[config.mk]
export PLATFORM = sky130hd
export DESIGN_NAME = tcw_front
export DESIGN_NICKNAME = d
export VERILOG_FILES = /design/src/rtl/tcw_pkg.sv /design/src/rtl/tcw_front.sv
export SDC_FILE = /design/constraint.sdc
export NUM_CORES = 1
export LEC_CHECK = 0
export BUFFER_PORTS_ARGS = -buffer_cell sky130_fd_sc_hd__buf_2
export CAP_MARGIN = 20
export CORE_UTILIZATION = 40
export DETAILED_ROUTE_END_ITERATION = 7
export HOLD_SLACK_MARGIN = 0.15
export PLACE_DENSITY_LB_ADDON = 0.12
export SYNTH_ARGS = -nofsm -noshare
export SYNTH_HDL_FRONTEND = slang
export SYNTH_SLANG_ARGS = --single-unit
[constraint.sdc]
create_clock -name clk -period 2.35 [get_ports clk]
set_input_delay 0.47 -clock clk [delete_from_list [all_inputs] [get_ports clk]]
set_output_delay 0.47 -clock clk [all_outputs]
set_load 0.02 [all_outputs]
[src/rtl/tcw_pkg.sv]
package tcw_pkg;

	// default screen geometry
	localparam int DEF_COLUMNS = 80;
	localparam int DEF_ROWS    = 25;

	// command queue between front and back
	localparam int QUEUE_DEPTH = 2;

	// field widths fixed by the ports
	localparam int OPCODE_W = 2;
	localparam int CHAR_W   = 8;
	localparam int INDEX_W  = 11;
	localparam int COL_W    = 7;
	localparam int LINE_W   = 5;
	localparam int DATA_W   = 16;

	// opcodes of the input item
	localparam logic [OPCODE_W-1:0] OP_PUT   = 2'd0;
	localparam logic [OPCODE_W-1:0] OP_CLEAR = 2'd1;
	localparam logic [OPCODE_W-1:0] OP_READ  = 2'd2;

	localparam logic [CHAR_W-1:0] NEWLINE_CODE = 8'd10;
	localparam logic [CHAR_W-1:0] NULL_CODE    = 8'd0;

	// No item ever writes an attribute byte; every read returns this
	// constant attribute.
	localparam logic [CHAR_W-1:0] ATTR_BLANK = 8'h00;

	// classified command kinds
	localparam int KIND_W = 3;
	localparam logic [KIND_W-1:0] K_NOP     = 3'd0;
	localparam logic [KIND_W-1:0] K_CHAR    = 3'd1;
	localparam logic [KIND_W-1:0] K_NEWLINE = 3'd2;
	localparam logic [KIND_W-1:0] K_CLEAR   = 3'd3;
	localparam logic [KIND_W-1:0] K_READ    = 3'd4;

	typedef struct packed {
		logic [KIND_W-1:0]  kind;
		logic [CHAR_W-1:0]  ch;
		logic [INDEX_W-1:0] idx;
		logic               idx_ok;
	} cmd_t;

endpackage

[src/rtl/tcw_front.sv]
module tcw_front
	import tcw_pkg::*;
#(
	parameter int COLUMNS = DEF_COLUMNS,
	parameter int ROWS    = DEF_ROWS
) (
	input  logic                clk,
	input  logic                arst_n,
	input  logic                cmd_valid,
	output logic                cmd_stall,
	input  logic [OPCODE_W-1:0] opcode,
	input  logic [CHAR_W-1:0]   char_code,
	input  logic [INDEX_W-1:0]  cell_index,
	input  logic                busy,
	output logic                push,
	output cmd_t                push_cmd,
	input  logic                queue_full
);

	localparam int CELLS = COLUMNS * ROWS;

	logic  front_valid_q;
	cmd_t  front_cmd_q;
	cmd_t  cmd_d;
	logic  accept;

	// classify the incoming item
	always_comb begin
		cmd_d.ch     = char_code;
		cmd_d.idx    = cell_index;
		cmd_d.idx_ok = ({21'b0, cell_index} < 32'(CELLS));
		case (opcode)
			OP_PUT: begin
				if (char_code == NEWLINE_CODE)
					cmd_d.kind = K_NEWLINE;
				else if (char_code == NULL_CODE)
					cmd_d.kind = K_NOP;
				else
					cmd_d.kind = K_CHAR;
			end
			OP_CLEAR: cmd_d.kind = K_CLEAR;
			OP_READ:  cmd_d.kind = K_READ;
			default:  cmd_d.kind = K_NOP;
		endcase
	end

	// hold off during the reset clearing pass, or while the front register holds an item and the queue is full
	assign cmd_stall = busy || (front_valid_q && queue_full);
	assign accept    = cmd_valid && !cmd_stall;
	assign push      = front_valid_q && !queue_full;
	assign push_cmd  = front_cmd_q;

	always_ff @(posedge clk or negedge arst_n) begin
		if (!arst_n) begin
			front_valid_q <= 1'b0;
		end else if (accept) begin
			front_valid_q <= 1'b1;
		end else if (push) begin
			front_valid_q <= 1'b0;
		end
	end

	always_ff @(posedge clk) begin
		if (accept) begin
			front_cmd_q <= cmd_d;
		end
	end

endmodule

* After elaboration in Yosys (flattened, before gate mapping)
Cells that the tools add are included.
** Operators by class
- Order comparisons :: 1
- Equality and inequality tests :: 3
- Multiplexer cells :: 5
- Reduce and logical (&&, ||, !) cells :: 9
** Operators by type and width (number)
- < comparator 11 bit, second input constant :: 1
- one-hot mux 3 bit (3 select lines) :: 1
- == test 8 x 4 -> 1 bit, second input constant :: 1
- zero test 8 bit :: 1
- logical AND 1 bit :: 3
- two-way mux 1 bit :: 3
- == test 2 x 1 -> 1 bit, second input constant :: 1
- == test 2 bit, second input constant :: 1
- zero test 1 bit :: 2
- zero test 2 bit :: 1
- two-way mux 2 bit :: 1
- nonzero test 2 bit :: 1
- logical OR 1 bit :: 1
** Word-level totals
- Register bits after elaboration :: 24
- Input port bits :: 26
- Logic and storage cells :: 23

* Logic depth before layout (Yosys ltp)
- Word-level depth :: 5
- Mapped depth :: 3
- Mapped depth without buffers :: 3

* Worst setup path after synthesis
OpenSTA, ideal clock, no wires.
- Path type :: in2reg
- Start :: input busy
- End :: register front_cmd_q (netlist bit push_cmd[0]), enable pin
- Data arrival time :: 1775 ps
- Path slack :: 164 ps
- Stages :: 2
- Path buffers :: 0
- Path through :: nand2b_1 a21oi_1
** Between the ends
- Word-level cells in the longest chain between the ends :: 3
** RTL lines
- start: declaration :: RTL line tcw_front.sv:14 : input logic busy,
- logical OR 1 bit :: RTL line tcw_front.sv:48 : assign cmd_stall = busy || (front_valid_q && queue_full);
- zero test 1 bit :: RTL line tcw_front.sv:49 : assign accept = cmd_valid && !cmd_stall;
- logical AND 1 bit :: RTL line tcw_front.sv:49
- net accept :: RTL line tcw_front.sv:25 : logic accept;
- end signal: assignment :: RTL line tcw_front.sv:65 : front_cmd_q <= cmd_d;
- end: declaration :: RTL line tcw_front.sv:23 : cmd_t front_cmd_q;
The timed path passes the listed nets, and every way through them passes these cells.
A chain may end at the register's enable or synchronous reset.

* Final worst setup path
- Start :: register front_valid_q
- End :: output cmd_stall
** Between the ends
- Word-level cells in the longest chain between the ends :: 2
** RTL lines
- start: declaration :: RTL line tcw_front.sv:22 : logic front_valid_q;
- start signal: assignment :: RTL line tcw_front.sv:55 : front_valid_q <= 1'b0;
- start signal: assignment :: RTL line tcw_front.sv:57 : front_valid_q <= 1'b1;
- start signal: assignment :: RTL line tcw_front.sv:59 : front_valid_q <= 1'b0;
- logical AND 1 bit :: RTL line tcw_front.sv:48
- logical OR 1 bit :: RTL line tcw_front.sv:48
- end: declaration :: RTL line tcw_front.sv:10 : output logic cmd_stall,
Every way passes these cells.

==> impl_metrics.toml <==
[status]
status = "completed"

[logic_synthesis]
synth_largest_area_cell = "edfxtp_1"
yosys_warnings = 0
synth_cell_types = 13
syn_nets = 66
avgSynthCellArea_sq_um = 20.4
synth_edf_count = 23
synth_top_cell_area_share = 0.847
synthTopCellsByArea = "edfxtp_1, dfrtp_1, nand2b_1"
ys_seq_area_frac = 0.877
postSynthCellCount = 40
async_flop_share = 0.0417
synth_ff_type = "edfxtp_1"
ys_ff_latch = 24
syn_area_sq_um = 816

[cts]
clkLatencyLatePin_ns = 0.30
cts_tree = "yes"
cts_buffers = 3
root_buffer = "clkbuf_4"
clockBufferDepth = 2
cts.sinks = 24
cts_resized = 0
clkTransAtPathRegs_ns = 0.11
htreeDepth = 1

[sta]
final.setup.tns_ns = 0
fmax_ghz = 0.685
setup_slack_ns = 0.889
drv_slew = 0
min_period_over_period = 0.622
worst_slew_pin_slew_ns = 0.274
fin_skew_ns = 0.00527
rsz0062_at_grt = "no"
setup_viol = 0
hold_ws_ns = 0.342
hold_viol = 0
maxSlewHeadroom = 0.816
min_period_ns = 1.46

[setup_path]
path_buf_inv = 1
criticalPathCategory = "flop to output port"
cp.arrival_ns = 0.99
crit_chain = "nand2_1, nand2b_1, buf_2"
critPathCaptureType = "output port"
slowest_stage = "dfrtp_1"
worst-path-max-fanout = 3
cp_top_family = "flip-flops"
start_kind = "flop"
max_stage_delay_ns = 0.41
critPathRequiredTime_ns = 1.88

[routing]
firstDrtPassIters = 4
drc = 0
vias = 537
wl_met3_um = 70
highest_layer = "met3"
wl_per_cell_um = 10.8
drtAntennaViolNets = 0
drt_iter0_drc = 11
routed_via_density = 4.44
m1WireLength_um = 556
wirelength_mm = 1.31
dr_wl_met2_um = 680

[final_layout]
layout-drive-gt1-share = 0.583
layout.nets = 123
diodes = 0
fin_area_sq_um = 1140
area_growth_pct = 40.3
multi_input_area_sq_um = 104
regArea_sq_um = 716
fillers = 155

[global_routing]
grt_first_pass_wirelength_mm = 1.81
grt_usage = 0.121
grt.overflow.total = 0
grt_max_degree = 24
antenna_found_initial = 0
grt_pass1_vias = 458

[floorplanning]
die_area_sq_um = 2220
start_util = 0.448
rows = 15
core_sq_um = 1820
pin_count = 51
chipWidth_um = 47.2
fp.dieH_um = 47.2

[place]
place_area_sq_um = 1110
dp_slack_ns = 0.893
dp_hpwl_mm = 1.01
globalplace.congestion = 0.625
port_buffers = 50

[power_and_ir_drop]
p_leak_nw = 0.486
pwr_density_cell_nw_per_um2 = 658
vdd_drop_max_mv = 0.457

[hold_path]
hold_path_class = "input pin to flop"

[flow_run]
max-cap-violations = 0
what timing repair did:
item,in CTS,in global routing
hold buffers,1,0
hold endpoints to repair,1,0
buffers inserted,0,0
cell usage after synthesis (2+ instances only):
library cell and n:
edfxtp_1 23, nand2b_1 2, nand2_1 2, nor2_1 3, nor2b_1 2
flip-flops by register name (all words and copies together), names as in the netlist:
register	flops
front_valid_q	1
push_cmd	23
kinds of logic (layout without fill, tap and decap cells):
logic type	after synthesis	in the layout	share of synthesized area
AOI/OAI and AO/OA	4	4	0.0353
xor gates and xnor gates	1	1	0.0107
buffers and inverters	0	56	0
DFF	24	24	0.877
and+or+nand+nor	11	11	0.0767
power by group:
group / switching, mW / internal [mW]
clock: 0.109 / 0.0618
combinational: 0.0526 / 0.0347
sequential: 0.00452 / 0.490
total: 0.167 / 0.587
stage by stage:
stage | util | power (mW) | instances
floorplan | - | 0.546 | 40
finish | 0.629 | 0.753 | 121
global route | 0.629 | 0.785 | 121
global placement | 0.609 | 0.590 | 116
CTS | 0.629 | 0.758 | 121
detailed placement | 0.609 | 0.592 | 116
area by class of cell:
type | count | share of cell area
sequential | 24 | 0.625
timing repair buffer | 52 | 0.234
tap | 25 | 0.0273
clock buffer | 3 | 0.0197
multi-input combinational | 16 | 0.0907
clock inverter | 1 | 0.00328
routing by layer:
metal | up-vias | GRT usage
met2 | 27 | 0.211
li1 | 269 | -
met1 | 241 | 0.148
met5 | - | 0
met3 | 0 | 0.0346
met4 | 0 | 0.0343
path summary, 6_finish.rpt:
path	start	to	slack, ns	cells after the start
hold / removal	cell_index[1]	push_cmd[2]$_DFFE_PP_	0.34	1
setup / recovery	front_valid_q$_DFFE_PN0P_	cmd_stall	0.89	3
max in group asynchronous	arst_n	front_valid_q$_DFFE_PN0P_	1.79	2
hold reg to reg	front_valid_q$_DFFE_PN0P_	front_valid_q$_DFFE_PN0P_	0.54	2
setup reg to reg	front_valid_q$_DFFE_PN0P_	push_cmd[2]$_DFFE_PP_	1.23	2
min in group asynchronous	arst_n	front_valid_q$_DFFE_PN0P_	0.48	2
cell usage in the layout (no fill, tap or decap), drive strengths merged:
cell type    instances
buf                 51
nand2                2
nor2                 3
xor2                 1
edfxtp              23
a31oi                1
clkbuf               3
dfrtp                1
clkinv               1
o2111ai              1
and3                 1
a41oi                1
nand2b               2
nor2b                2
dlygate4sd3          1
nor4                 1
a21oi                1
(Power assumes the default switching activity.)
