$ cat config.mk
export PLATFORM = sky130hd
export DESIGN_NAME = tcw_queue
export DESIGN_NICKNAME = d
export VERILOG_FILES = /design/src/rtl/tcw_pkg.sv /design/src/rtl/tcw_queue.sv
export SDC_FILE = /design/constraint.sdc
export NUM_CORES = 1
export LEC_CHECK = 0
export ABC_CLOCK_PERIOD_IN_PS = 2600
export BUFFER_PORTS_ARGS = -buffer_cell sky130_fd_sc_hd__clkbuf_2
export CORE_ASPECT_RATIO = 1.5
export CORE_UTILIZATION = 51
export DETAILED_ROUTE_END_ITERATION = 7
export PLACE_DENSITY = 0.77
export SETUP_SLACK_MARGIN = 0.2
export SLEW_MARGIN = 5
export SYNTH_ARGS = -nofsm -noshare
export SYNTH_HDL_FRONTEND = slang
export SYNTH_SLANG_ARGS = --single-unit
$ cat constraint.sdc
create_clock -name clk -period 2.6 [get_ports clk]
set_input_delay 0.26 -clock clk [delete_from_list [all_inputs] [get_ports clk]]
set_output_delay 0.26 -clock clk [all_outputs]
set_load 0.01 [all_outputs]
$ cat src/rtl/tcw_pkg.sv
package tcw_pkg;

	// default screen geometry
	localparam int DEF_COLUMNS = 80;
	localparam int DEF_ROWS    = 25;

	// command queue between front and back
	localparam int QUEUE_DEPTH = 2;

	// field widths fixed by the ports
	localparam int OPCODE_W = 2;
	localparam int CHAR_W   = 8;
	localparam int INDEX_W  = 11;
	localparam int COL_W    = 7;
	localparam int LINE_W   = 5;
	localparam int DATA_W   = 16;

	// opcodes of the input item
	localparam logic [OPCODE_W-1:0] OP_PUT   = 2'd0;
	localparam logic [OPCODE_W-1:0] OP_CLEAR = 2'd1;
	localparam logic [OPCODE_W-1:0] OP_READ  = 2'd2;

	localparam logic [CHAR_W-1:0] NEWLINE_CODE = 8'd10;
	localparam logic [CHAR_W-1:0] NULL_CODE    = 8'd0;

	// No item ever writes an attribute byte; every read returns this
	// constant attribute.
	localparam logic [CHAR_W-1:0] ATTR_BLANK = 8'h00;

	// classified command kinds
	localparam int KIND_W = 3;
	localparam logic [KIND_W-1:0] K_NOP     = 3'd0;
	localparam logic [KIND_W-1:0] K_CHAR    = 3'd1;
	localparam logic [KIND_W-1:0] K_NEWLINE = 3'd2;
	localparam logic [KIND_W-1:0] K_CLEAR   = 3'd3;
	localparam logic [KIND_W-1:0] K_READ    = 3'd4;

	typedef struct packed {
		logic [KIND_W-1:0]  kind;
		logic [CHAR_W-1:0]  ch;
		logic [INDEX_W-1:0] idx;
		logic               idx_ok;
	} cmd_t;

endpackage

$ cat src/rtl/tcw_queue.sv
module tcw_queue
	import tcw_pkg::*;
(
	input  logic clk,
	input  logic arst_n,
	input  logic push,
	input  cmd_t push_cmd,
	output logic full,
	output logic head_valid,
	output cmd_t head_cmd,
	input  logic pop
);

	localparam int PW = (QUEUE_DEPTH > 1) ? $clog2(QUEUE_DEPTH) : 1;
	localparam int NW = $clog2(QUEUE_DEPTH + 1);

	cmd_t          entry_q [QUEUE_DEPTH];
	logic [PW-1:0] wptr_q;
	logic [PW-1:0] rptr_q;
	logic [NW-1:0] count_q;

	assign full       = (count_q == NW'(QUEUE_DEPTH));
	assign head_valid = (count_q != '0);
	assign head_cmd   = entry_q[rptr_q];

	// advance pointers and count
	always_ff @(posedge clk or negedge arst_n) begin
		if (!arst_n) begin
			wptr_q  <= '0;
			rptr_q  <= '0;
			count_q <= '0;
		end else begin
			if (push) begin
				wptr_q <= (wptr_q == PW'(QUEUE_DEPTH - 1)) ? '0 : wptr_q + 1'b1;
			end
			if (pop) begin
				rptr_q <= (rptr_q == PW'(QUEUE_DEPTH - 1)) ? '0 : rptr_q + 1'b1;
			end
			if (push && !pop) begin
				count_q <= count_q + 1'b1;
			end else if (pop && !push) begin
				count_q <= count_q - 1'b1;
			end
		end
	end

	always_ff @(posedge clk) begin
		if (push) begin
			entry_q[wptr_q] <= push_cmd;
		end
	end

endmodule

# Yosys cells after proc, flatten, opt, wreduce, memory -nomap -nowiden
# Memory sizes are Yosys's and may differ from the RTL's.
# Index checks and enable logic that the tools add are counted.
# word_totals
register_bits	4
ram_bits	46
inputBits	27
out_inout_bits	25
wordCells	21
n_memories	1
# memory_table
memory	depth	width	rd	rd_ports_with_merged_regs	write_ports	line	text
entry_q	2	23	1	0	1	tcw_queue.sv:17	cmd_t entry_q [QUEUE_DEPTH];
# classes
addsub	4
n_eq_ne	1
n_mux	6
reduce_logical	6
# ops
op	count
$mux 1	4
$mux 2	2
$reduce_bool 2->1	2
$add 1x1->1 const B	2
$add 2x1->2 const B	1
$eq 2x2->1 const B	1
$logic_and 1x1->1	2
$logic_not 1->1	2
$sub 2x1->2 const B	1

# Longest topological paths before layout
# Gate-level depths: netlist (run 1).
# depth
depth_word	4
depth_mapped	5
ltp_nobuf	5

# Worst setup path before layout (run 1)
# OpenSTA, ideal clock, no wires.
# synth_timing
kind	reg2reg
start	register wptr_q
end	memory entry_q[0][0] in the netlist's numbering, enable pin
setup_ps	405
arrival_ps	1446
slack_ps	748
path_stages_with_launch	2
path_buffers	0
synth_period_minus_slack_ps	1852
path_cell_list	dfrtp_1 > nor2b_1
# synth_rtl
item	line	text
start, declared	tcw_queue.sv:18	logic [PW-1:0] wptr_q;
start signal, assigned	tcw_queue.sv:34	wptr_q <= (wptr_q == PW'(QUEUE_DEPTH - 1)) ? '0 : wptr_q + 1'b1;
end, declared	tcw_queue.sv:17	
# No word-level cell before the write port.

==> out/results.txt, run 1 <==
initial DRC count: 15
R2R Path Start: wptr_q$_DFFE_PN0P_
total core area: 3650 um^2
Antenna Cells: 0
Reg area: 1480 um^2
critical path data required time: 2.34 ns
CP Max Fanout: 17
area of the multi-input gates: 418 um^2
CTS clk-pin slew, worst paths: 0.08 ns
Hold Path Stages: 1
Total Wirelength: 2960 um
post-synth net total: 116
P_int: 0.00181 W
VDD IR-drop max: 0.733 mV
filler instances: 275
Mapped Cells: 88
RSZ-0062 raised after global routing: false
first-pass GRT wire length: 4800 um
Initial Util: 0.535
initial antenna violation count: 0
post-DR vias/cell: 5.10
Synth top area share: 0.708
fin crit share: 0.739
status: finished clean
root buffer selected by CTS: clkbuf_8
fmax: 0.521 GHz
FF+latch count, synth: 50
Syn Area/Cell: 22.2 um^2
H-tree depth: 2
Crit. End Element: output pin
drt wl/cell: 15.6 um
Clock Power Share: 0.210
final setup TNS: 0 ns
Setup WS pre-CTS: 0.971 ns
Final Critical Period: 1.92 ns
cell breakdown of the critical path: buf_12 -> mux2_2 -> clkbuf_2
TritonCTS buffer count: 5
CTS Sinks: 50
setup slack, reg-to-reg: 1.21 ns
proportion of layout cells with a drive suffix above 1: 0.585
post-synthesis cell area: 1950 um^2
Clock Path Buffers: 2
Synth cell types: 14
grt total ovfl: 0
synth top area cells: edfxtp_1 (71%), mux2_4 (15%), dfrtp_1 (5.1%)
Reg power frac: 0.471
Comb power frac: 0.319
switching part of the total power: 0.269
Worst R2R End: entry_q[0][10]$_DFFE_PP_
number of global-route vias before repair: 1022
fin util: 0.650
worst skew pair latency: 0.28 ns
Worst Path Arrival: 1.66 ns
DRT antenna net count: 0
Die H: 77.8 um
Final Max Slew Viols: 0
WP buf/inv: 2
hold_ws: 0.159 ns
Seq/Total Area, Yosys: 0.759
gpl congestion: 0.610
worst hold start: push_cmd[3]
Worst Skew: 0.00429 ns
WS Path Type: reg2out
IO buf count: 51
worst-margin pin slew: 0.481 ns
vias: 969
synth-to-layout area growth: 21.4%
largest area contributor in the netlist: edfxtp_1
DRT Pass-1 Iters: 4
Post-CTS Setup Bufs: 0
family with the most delay on the worst path: flip-flops
Row Count: 27
DRC Markers: 0
total die area: 4080 um^2
delay of the slowest critical-path stage: 0.65 ns
Lkg Pwr: 0.989 nW
nets: 175
Worst Reg-to-Reg Cells: 2
Hold Path Sink: entry_q[0][3]$_DFFE_PP_
final hold vios: 0
Power Density: 1050 nW/um^2
Crit-path slowest cell: dfrtp_1
Detail Placement HPWL: 2170 um
largest net degree at the start of global routing: 18
Rel. slew slack: 0.680
max-cap violations: 0
Worst Slack Setup Final: 0.680 ns
All-Layer GR Usage: 0.172
CTS tree: yes
boundary pin count: 52
Synth warnings: 0
switching power of the nets: 0.000669 W
setup violators final: 0
CP Launch Type: register
Worst Hold Class: in2reg
Die Wd: 52.5 um
layer usage:
layer  GRT usage  up-vias  wire (um)
met5           0        -          0
met4      0.0711        0         54
met3      0.0412        5        130
met2       0.313       33       1730
met1       0.178      484       1050
li1            -      447          -
stage by stage:
| step | total power [W] | instances | area, um^2 |
|---|---|---|---|
| global route | 0.00262 | 190 | 2370 |
| global placement | 0.00195 | 182 | 2250 |
| detailed placement | 0.00200 | 182 | 2250 |
| finish | 0.00248 | 190 | 2370 |
| CTS | 0.00252 | 190 | 2370 |
| floorplan | 0.00177 | 88 | 1950 |
what timing repair did:
item	4_1_cts	5_1_grt
resized for setup	0	0
hold buffers	1	0
hold endpoints to repair	4	0
registers in the layout (all words and copies together), names as in the netlist:
name / count
count_q: 2
rptr_q: 1
wptr_q: 1
entry_q: 46
cell usage in the layout (no fill, tap or decap), drive strengths merged:
master	synthesis	routed
xor2	4	4
dfrtp	4	4
dlygate4sd3	0	1
nor2b	2	2
and2	1	1
inv	1	1
edfxtp	46	46
xnor2	1	1
ha	1	1
nor2	1	1
or2	1	1
mux2	23	23
bufinv	0	1
clkbuf	0	57
buf	3	3
worst max path at each step:
stage          slack [ns]  cells past startpoint                 endpoint          startpoint
2_1_floorplan        0.75                      1  entry_q[0][0]$_DFFE_PP_  wptr_q$_DFFE_PN0P_
3_3_place_gp         1.02                      3              head_cmd[7]  rptr_q$_DFFE_PN0P_
3_5_place_dp         0.97                      3              head_cmd[2]  rptr_q$_DFFE_PN0P_
4_1_cts              0.64                      3              head_cmd[2]  rptr_q$_DFFE_PN0P_
5_1_grt              0.59                      3              head_cmd[2]  rptr_q$_DFFE_PN0P_
6_report             0.68                      3              head_cmd[2]  rptr_q$_DFFE_PN0P_
cells by family after synthesis:
family / after synthesis / share of synthesized area
adder cells (fa/ha/maj): 1 / 0.00641
XOR/XNOR: 5 / 0.0224
buffers and inverters: 4 / 0.0282
flip-flops: 50 / 0.759
AND/OR/NAND/NOR: 5 / 0.0147
multiplexers: 23 / 0.169
layout make-up:
type / count / share of cell area
tap: 43 / 0.0227
multi-input combinational: 34 / 0.176
timing repair buffer: 55 / 0.127
inverter: 1 / 0.00158
sequential: 50 / 0.625
clock inverter: 1 / 0.0127
clock buffer: 6 / 0.0348
cell usage after synthesis:
| master | number |
|---|---|
| and2_1 | 1 |
| buf_12 | 2 |
| buf_6 | 1 |
| dfrtp_1 | 4 |
| edfxtp_1 | 46 |
| ha_1 | 1 |
| inv_1 | 1 |
| mux2_2 | 4 |
| mux2_4 | 19 |
| nor2_1 | 1 |
| nor2b_1 | 2 |
| or2_2 | 1 |
| xnor2_1 | 1 |
| xor2_1 | 4 |
power by group through the flow:
stage / Sequential [W] / Clock [W] / Combinational [W]
after floorplan: 0.00114 / 0 / 0.000631
after global placement: 0.00117 / 0 / 0.000783
after detailed placement: 0.00119 / 0 / 0.000808
after CTS: 0.00117 / 0.000539 / 0.000810
after global routing: 0.00119 / 0.000571 / 0.000860
final: 0.00117 / 0.000522 / 0.000792
No activity file was read; power rests on OpenSTA's default activity.
==> run 2: changes to the inputs <==
ABC_CLOCK_PERIOD_IN_PS = 1900   (was 2600)
clock period = 1.9 ns   (was 2.6 ns; I/O delays follow)
==> out/results.txt, run 2 (synthesis gave the netlist of run 1 again) <==
status: finished clean
proportion of layout cells with a drive suffix above 1: 0.591 (+0.00557)
Worst Setup EP: head_cmd[7]
root buffer selected by CTS: clkbuf_8
Total Wirelength: 2840 um (-4.1%)
Worst Path Arrival: 1.38 ns (-0.28 ns)
Reg area: 1480 um^2 (unchanged)
Worst R2R End: entry_q[1][20]$_DFFE_PP_
Power Density: 1430 nW/um^2 (+36%)
RSZ-0062 raised after global routing: false
Critical Path Start: rptr_q$_DFFE_PN0P_
commonest non-fill, non-tap cell in the layout: clkbuf_2
DRT antenna net count: 0 (unchanged)
grt total ovfl: 0 (unchanged)
critical path data required time: 1.71 ns (-0.63 ns)
initial DRC count: 18 (+3)
vias: 955 (-1.4%)
Post-CTS Resized: 0 (unchanged)
worst skew pair latency: 0.29 ns (about the same)
largest net degree at the start of global routing: 25 (+7)
CP Launch Type: register
Final Max Slew Viols: 0 (unchanged)
Lkg Pwr: 0.999 nW (+0.95%)
most frequent cells in the layout: clkbuf_2 (51), edfxtp_1 (46), mux2_4 (19)
first-pass GRT wire length: 4690 um (-2.3%)
Design Area, Final: 2390 um^2 (+0.69%)
fin util: 0.654 (+0.00446)
Top Registers: entry_q: 46 flops, count_q: 2 flops
Crit. End Element: output pin
gpl congestion: 0.656 (+7.6%)
Setup WS pre-CTS: 0.629 ns (-0.342 ns)
most flop-heavy register: entry_q
CTS clk-pin slew, worst paths: 0.08 ns (about the same)
total die area: 4080 um^2 (unchanged)
area of the multi-input gates: 418 um^2 (unchanged)
H-tree depth: 2 (unchanged)
setup slack, reg-to-reg: 0.61 ns (-0.60 ns)
Row Count: 27 (unchanged)
CP Max Fanout: 24 (+7)
synth-to-layout area growth: 22.2%
fin crit share: 0.828
Worst Slack Setup Final: 0.327 ns (-0.352 ns)
DRT Pass-1 Iters: 4 (unchanged)
All-Layer GR Usage: 0.168 (-0.00370)
initial antenna violation count: 0 (unchanged)
R2R Path Start: wptr_q$_DFFE_PN0P_
nets: 176 (+0.57%)
filler instances: 267 (-2.9%)
Antenna Cells: 0 (unchanged)
CTS Sinks: 50 (unchanged)
Die Wd: 52.5 um (unchanged)
Final Critical Period: 1.57 ns
Clock Path Buffers: 2 (unchanged)
post-DR vias/cell: 4.97 (-2.5%)
Die H: 77.8 um (unchanged)
final setup TNS: 0 ns (unchanged)
Worst Hold Class: in2reg
CTS tree: yes
TritonCTS buffer count: 5 (unchanged)
worst-margin pin slew: 0.382 ns (-0.0982 ns)
WS Path Type: reg2out
DRC Markers: 0 (unchanged)
VDD IR-drop max: 0.863 mV (+18%)
fmax: 0.636 GHz
drt wl/cell: 14.8 um (-5.1%)
max reg flops: 46 (unchanged)
Detail Placement HPWL: 2130 um (-1.5%)
boundary pin count: 52 (unchanged)
Worst Reg-to-Reg Cells: 2 (unchanged)
number of global-route vias before repair: 994 (-2.7%)
Rel. slew slack: 0.745 (+0.0655)
Post-DP Area: 2270 um^2 (+0.89%)
IO buf count: 51 (unchanged)
total core area: 3650 um^2 (unchanged)
max-cap violations: 0 (unchanged)
setup violators final: 0 (unchanged)
Initial Util: 0.535 (unchanged)
final hold vios: 0 (unchanged)
Post-CTS Setup Bufs: 0 (unchanged)
Worst Skew: 0.00711 ns (+0.00282 ns)
==> run 2: cell types whose count changed in the layout (fill, tap and decap cells not counted) <==
cell	previous run	this run
buf_12	1	2
clkbuf_8	6	5
clkinv_2	0	2
==> run 2: critical path, cell delays in order (launching register included) <==
cell and delay, ns:
dfrtp_1 0.38, buf_12 0.22, mux2_2 0.36, clkbuf_2 0.13
==> run 2: where the power goes <==
| part | switching [W] | internal [W] |
|---|---|---|
| logic | 0.000531 | 0.000617 |
| clock network | 0.000309 | 0.000387 |
| registers | 0.0000903 | 0.00147 |
==> run 2: worst min path at each step <==
| stage | start | end | slack [ns] | depth (start not counted) |
|---|---|---|---|---|
| after CTS | push_cmd[1] | entry_q[1][1]$_DFFE_PP_ | 0.07 | 1 |
| after detailed placement | arst_n | count_q[1]$_DFFE_PN0P_ | 0.008 | 1 |
| after floorplan | arst_n | count_q[0]$_DFFE_PN0P_ | -0.11 | 0 |
| after global placement | arst_n | count_q[1]$_DFFE_PN0P_ | 0.002 | 1 |
| final | push_cmd[5] | entry_q[1][5]$_DFFE_PP_ | 0.08 | 1 |
| after global routing | push_cmd[8] | entry_q[1][8]$_DFFE_PP_ | 0.06 | 1 |
==> run 2: timing repair <==
action / CTS / global route
hold endpoints to repair: 4 / 0
setup endpoints to repair: 0 / 0
hold buffers: 1 / 0
==> run 2: per-stage QoR <==
stage / std cells / hold slack (ns) / total power [W]
after detailed placement: 183 / 0.00839 / 0.00275
after global routing: 192 / 0.0632 / 0.00359
final: 192 / 0.0817 / 0.00340
after global placement: 183 / 0.00207 / 0.00270
after CTS: 192 / 0.0683 / 0.00345
after floorplan: 88 / -0.106 / 0.00242
==> run 2: area by class of cell <==
cell class,instances,share of cell area
clock inverters,3,0.0168
clock buffers,5,0.0288
inverters,1,0.00157
flip-flops and latches,50,0.621
well taps,43,0.0225
repair buffers,56,0.134
multi-input cells,34,0.175
==> run 2: per-layer routing <==
metal | part of all wire | track usage | vias to the layer above
met1 | 0.38 | 0.180 | 464
li1 | - | - | 453
met3 | 0.061 | 0.0608 | 4
met2 | 0.55 | 0.282 | 34
met4 | 0.014 | 0.0789 | 0
met5 | 0 | 0 | -
